File: config.mk
export PLATFORM = sky130hd
export DESIGN_NAME = plc_ctrl
export DESIGN_NICKNAME = d
export VERILOG_FILES = /design/src/rtl/core/plc_pkg.sv /design/src/rtl/core/plc_ctrl.sv
export SDC_FILE = /design/constraint.sdc
export NUM_CORES = 1
export LEC_CHECK = 0
export ABC_AREA = 1
export CORE_AREA = 8 8 45 47
export CTS_BUF_LIST = sky130_fd_sc_hd__clkbuf_16
export DETAILED_ROUTE_END_ITERATION = 8
export DIE_AREA = 0 0 53 55
export DONT_BUFFER_PORTS = 1
export SYNTH_ARGS = -nofsm -noshare
export SYNTH_HDL_FRONTEND = slang
export SYNTH_SLANG_ARGS = --single-unit
File: constraint.sdc
create_clock -name clk -period 1.3 [get_ports clk]
set_input_delay 0.065 -clock clk [delete_from_list [all_inputs] [get_ports clk]]
set_output_delay 0.065 -clock clk [all_outputs]
set_load 0.02 [all_outputs]
File: src/rtl/core/plc_pkg.sv
package plc_pkg;

	typedef logic signed [31:0] fx_t;

	localparam int FRAC_W     = 16;
	localparam int NUM_W      = 34;
	localparam int DEN_W      = 36;
	localparam int MAX_PASSES = 5;
	localparam int PASS_W     = $clog2(MAX_PASSES + 1);
	localparam int CFG_IDX_W  = 2;

	// outcode bit positions
	localparam int OC_NEAR   = 0;
	localparam int OC_FAR    = 1;
	localparam int OC_TOP    = 2;
	localparam int OC_BOTTOM = 3;
	localparam int OC_RIGHT  = 4;
	localparam int OC_LEFT   = 5;

	localparam logic [CFG_IDX_W-1:0] REG_SIDE_EN = 2'd0;
	localparam logic [CFG_IDX_W-1:0] REG_NEAR    = 2'd1;
	localparam logic [CFG_IDX_W-1:0] REG_FAR     = 2'd2;

	localparam fx_t FX_MAX = 32'sh7FFF_FFFF;
	localparam fx_t FX_MIN = 32'sh8000_0000;

	typedef enum logic [2:0] {
		PL_NEAR,
		PL_FAR,
		PL_TOP,
		PL_BOTTOM,
		PL_RIGHT,
		PL_LEFT
	} plane_t;

	typedef struct packed {
		logic load;
		logic setup;
		logic div_go;
		logic div_sel;
		logic cap1;
		logic cap2;
		logic mul_go;
		logic add_go;
		logic y_sel;
		logic wb;
	} cmd_t;

	typedef struct packed {
		logic accept;
		logic reject;
		logic is_z;
		logic div_done;
	} sts_t;

	function automatic fx_t sat36(logic signed [35:0] v);
		fx_t r;
		if (v > 36'sh0_7FFF_FFFF)
			r = FX_MAX;
		else if (v < -36'sh0_8000_0000)
			r = FX_MIN;
		else
			r = v[31:0];
		return r;
	endfunction

endpackage

File: src/rtl/core/plc_ctrl.sv
module plc_ctrl (
	input  logic          clk,
	input  logic          arst_n,
	input  logic          start,
	output logic          busy,
	output logic          done,
	output logic          visible,
	output plc_pkg::cmd_t cmd,
	input  plc_pkg::sts_t sts
);
	import plc_pkg::*;

	typedef enum logic [3:0] {
		ST_IDLE, ST_EVAL, ST_SETUP, ST_DIV1, ST_WAIT1, ST_DIV2, ST_WAIT2,
		ST_MULX, ST_ADDX, ST_MULY, ST_ADDY, ST_WB
	} state_t;

	state_t            state_q;
	logic [PASS_W-1:0] pass_q;
	logic              done_q;
	logic              vis_q;

	always_ff @(posedge clk or negedge arst_n) begin
		if (!arst_n) begin
			state_q <= ST_IDLE;
			pass_q  <= '0;
			done_q  <= 1'b0;
			vis_q   <= 1'b0;
		end else begin
			done_q <= 1'b0;
			unique case (state_q)
				ST_IDLE: begin
					if (start) begin
						pass_q  <= '0;
						state_q <= ST_EVAL;
					end
				end
				ST_EVAL: begin
					if (sts.accept) begin
						vis_q   <= 1'b1;
						done_q  <= 1'b1;
						state_q <= ST_IDLE;
					end else if (sts.reject || pass_q == PASS_W'(MAX_PASSES)) begin
						vis_q   <= 1'b0;
						done_q  <= 1'b1;
						state_q <= ST_IDLE;
					end else begin
						state_q <= ST_SETUP;
					end
				end
				ST_SETUP: state_q <= ST_DIV1;
				ST_DIV1:  state_q <= ST_WAIT1;
				ST_WAIT1: begin
					if (sts.div_done)
						state_q <= sts.is_z ? ST_DIV2 : ST_MULX;
				end
				ST_DIV2:  state_q <= ST_WAIT2;
				ST_WAIT2: begin
					if (sts.div_done)
						state_q <= ST_MULX;
				end
				ST_MULX:  state_q <= ST_ADDX;
				ST_ADDX:  state_q <= ST_MULY;
				ST_MULY:  state_q <= ST_ADDY;
				ST_ADDY:  state_q <= ST_WB;
				ST_WB: begin
					pass_q  <= pass_q + 1'b1;
					state_q <= ST_EVAL;
				end
				default: state_q <= ST_IDLE;
			endcase
		end
	end

	always_comb begin
		cmd = '0;
		unique case (state_q)
			ST_IDLE:  cmd.load = start;
			ST_SETUP: cmd.setup = 1'b1;
			ST_DIV1:  cmd.div_go = 1'b1;
			ST_WAIT1: cmd.cap1 = 1'b1;
			ST_DIV2: begin
				cmd.div_go  = 1'b1;
				cmd.div_sel = 1'b1;
			end
			ST_WAIT2: cmd.cap2 = 1'b1;
			ST_MULX:  cmd.mul_go = 1'b1;
			ST_ADDX:  cmd.add_go = 1'b1;
			ST_MULY: begin
				cmd.mul_go = 1'b1;
				cmd.y_sel  = 1'b1;
			end
			ST_ADDY: begin
				cmd.add_go = 1'b1;
				cmd.y_sel  = 1'b1;
			end
			ST_WB:    cmd.wb = 1'b1;
			default: ;
		endcase
	end

	assign busy    = (state_q != ST_IDLE);
	assign done    = done_q;
	assign visible = vis_q;

	assert property (@(posedge clk) disable iff (!arst_n) done_q |=> !done_q)
		else $error("result strobe longer than one cycle");
	assert property (@(posedge clk) disable iff (!arst_n) pass_q <= PASS_W'(MAX_PASSES))
		else $error("pass count overrun");
	assert property (@(posedge clk) disable iff (!arst_n)
		(start && state_q == ST_IDLE) |=> busy)
		else $error("accepted segment not taken up");
	assert property (@(posedge clk) disable iff (!arst_n) done_q |-> !busy)
		else $error("result while busy");

endmodule
==> results.sh <==
export IMPL_crit_type="flop to output pin"
export IMPL_r2r_start="state_q[3]"
export IMPL_dpl_hpwl_mm=1.10
export IMPL_cp_end_kind="output pin"
export IMPL_powerDensity_nw_per_um2=2800
export IMPL_clock_latency_ns=0.23
export IMPL_coreArea_um2=1380
export IMPL_yosysMostFrequentCell="nand2_1"
export IMPL_rows=14
export IMPL_yosys_area_top_type="dfrtp_1"
export IMPL_antenna_left=0
export IMPL_layout_drive_gt1_share=0.412
export IMPL_syn_area_per_cell_um2=6.87
export IMPL_p_seq_frac=0.258
export IMPL_drt_wl_total_mm=1.45
export IMPL_area_delta_synth_final_pct=48.9
export IMPL_synth_cell_type_count=15
export IMPL_max_vdd_ir_drop_v=0.00144
export IMPL_power_frac_comb=0.516
export IMPL_grt_ovfl_total=0
export IMPL_maxCapViolCount=0
export IMPL_cts_made_buffers=3
export IMPL_hold_ws_ns=0.0148
export IMPL_synth_area_um2=563
export IMPL_max_slew_margin=0.732
export IMPL_antenna_found_initial=0
export IMPL_utilization=0.606
export IMPL_grt_usage=0.115
export IMPL_yosysWarningCount=0
export IMPL_setup_viol=0
export IMPL_synth_edff_count=0
export IMPL_drtPass1Iterations=3
export IMPL_synthTopCellsByCount="21 x nand2_1, 14 x nor2_1, 13 x inv_1"
export IMPL_crit_path_start_kind="flop"
export IMPL_nets=112
export IMPL_dieWidth_um=53
export IMPL_rsz0062_at_grt="yes"
export IMPL_r2r_end="state_q[1]"
export IMPL_swShare=0.449
export IMPL_synth_seq_cells=9
export IMPL_cp_startpoint="state_q[2]"
export IMPL_io_buffer_count=0
export IMPL_clkSinkCount=9
export IMPL_final_setup_skew_ns=0.000291
export IMPL_cts_root_buf="clkbuf_16"
export IMPL_drt_wirelength_per_cell_um=12.3
export IMPL_via_count=570
export IMPL_design_die_area_um2=2920
export IMPL_drc=0
export IMPL_finalMaxSlewViolations=0
export IMPL_fin_crit_ns=1.27
export IMPL_grt_pass1_vias=600
export IMPL_hold_class="input pin to flop"
export IMPL_clkPwrFrac=0.226
export IMPL_finalHoldViolations=0
export IMPL_p_sw_mw=1.05
export IMPL_fin_crit_sh=0.977
export IMPL_n_fill_cell=125
export IMPL_drt_iter0_markers=7
export IMPL_clk_path_buf_depth=2
export IMPL_r2r_setup_slack_ns=0.11
export IMPL_netlist_instances=82
export IMPL_status="finished, final reports clean"
export IMPL_htree_num_levels=1
export IMPL_die_h_um=55
export IMPL_clk_pin_slew_worst_paths_ns=0.04
export IMPL_ys_seq_area_frac=0.400
export IMPL_p_leak_nw=0.445
export IMPL_arrival_ns=1.20
export IMPL_synth_top_area_share=0.400
export IMPL_synth_top_cells_by_area="dfrtp_1 40%, nand2_1 14%, nor2_1 9.3%"
export IMPL_max_clock_freq_mhz=788
export IMPL_grt_max_degree=10
export IMPL_p_int_mw=1.29
export IMPL_async_flop_share=1.00
export IMPL_synthFlopType="dfrtp_1"
export IMPL_cp_required_ns=1.24
export IMPL_diodes=0
export IMPL_grt_pass1_wl_mm=2.38
export IMPL_tritoncts="built"
export IMPL_ios=20
export IMPL_finalPower_mw=2.34
export IMPL_tightest_slew_ns=0.400
export IMPL_endpoint="cmd[7]"
export IMPL_start_util=0.407
export IMPL_path_max_fanout=5
export IMPL_synth_nets=91
export IMPL_gp_congestion=0.857
export IMPL_reg2reg_depth=8
export IMPL_viasPerCell=4.83
==> layout make-up <==
cell class	count	area, um2	share of cell area
multi-input cells	57	318	0.379
flip-flops and latches	9	229	0.273
repair buffers	16	133	0.158
clock buffers	3	75.1	0.0896
inverters	16	60.1	0.0716
well taps	16	20.0	0.0239
clock inverters	1	3.75	0.00448
==> cells in the final DEF, fill, tap and decap left out, drive strengths merged <==
cell type / count
dfrtp: 9
xnor2: 1
dlygate4sd3: 2
clkbuf: 3
a21oi: 2
buf: 14
inv: 17
nor2: 19
o21ai: 4
o22ai: 1
nand3: 6
nand2: 22
ha: 2
==> cell families (layout without fill, tap and decap cells) <==
kind of cell,Yosys count,after routing,synth area share
AO/OA/AOI/OAI,7,7,0.0711
XOR/XNOR,1,1,0.0156
adder cells (fa/ha/maj),2,2,0.0444
buffers and inverters,16,36,0.107
flip-flops,9,9,0.400
AND/OR/NAND/NOR,47,47,0.362
==> worst min-delay path by stage <==
stage / from / to / slack [ns] / cells after the start
global placement: arst_n / pass_q[2] / -0.23 / 0
floorplan: arst_n / done / -0.23 / 0
global route: sts[0] / state_q[1] / 0.02 / 3
finish: sts[0] / state_q[1] / 0.01 / 3
detailed placement: arst_n / state_q[0] / -0.23 / 0
CTS: sts[0] / state_q[1] / 0.002 / 3
==> metrics by stage <==
stage	cells	TNS [ns]	setup slack (ns)	cell area, um2
after floorplan	82	0	0.0364	563
after global placement	107	0	0.126	651
after detailed placement	107	0	0.0792	651
after CTS	114	0	0.0184	771
after global routing	118	-0.139	-0.0343	838
final	118	0	0.0303	838
==> per-layer routing <==
metal  up-vias  GRT usage  wire [um]
met1       260     0.0958        576
met2        15      0.205        699
met4         0      0.103         45
met3         4     0.0508        125
li1        291          -          -
met5         -          0          0
==> registers in the layout, indices dropped and copies added (netlist names) <==
signal   flops
done         1
pass_q       3
state_q      4
visible      1
==> power groups by stage <==
stage | clock (mW) | combinational (mW) | sequential [mW]
3_5_place_dp | 0 | 0.951 | 0.570
5_1_grt | 0.558 | 1.35 | 0.628
6_report | 0.530 | 1.21 | 0.606
4_1_cts | 0.544 | 1.02 | 0.590
2_1_floorplan | 0 | 0.683 | 0.541
3_3_place_gp | 0 | 0.939 | 0.567
==> critical path, cell delays in order (launching register included) <==
cell     delay [ns]
dfrtp_2        0.44
inv_2          0.07
nor2_4         0.11
inv_2          0.07
o21ai_1        0.12
buf_4          0.15
==> repair_timing <==
item,in CTS,in global routing
pin swaps,2,5
gates cloned,0,0
resized for setup,9,16
hold buffers,2,0
buffers inserted,1,4
hold endpoints to repair,10,0
endpoints found under the setup margin,6,9
No activity file was read; power rests on OpenSTA's default activity.
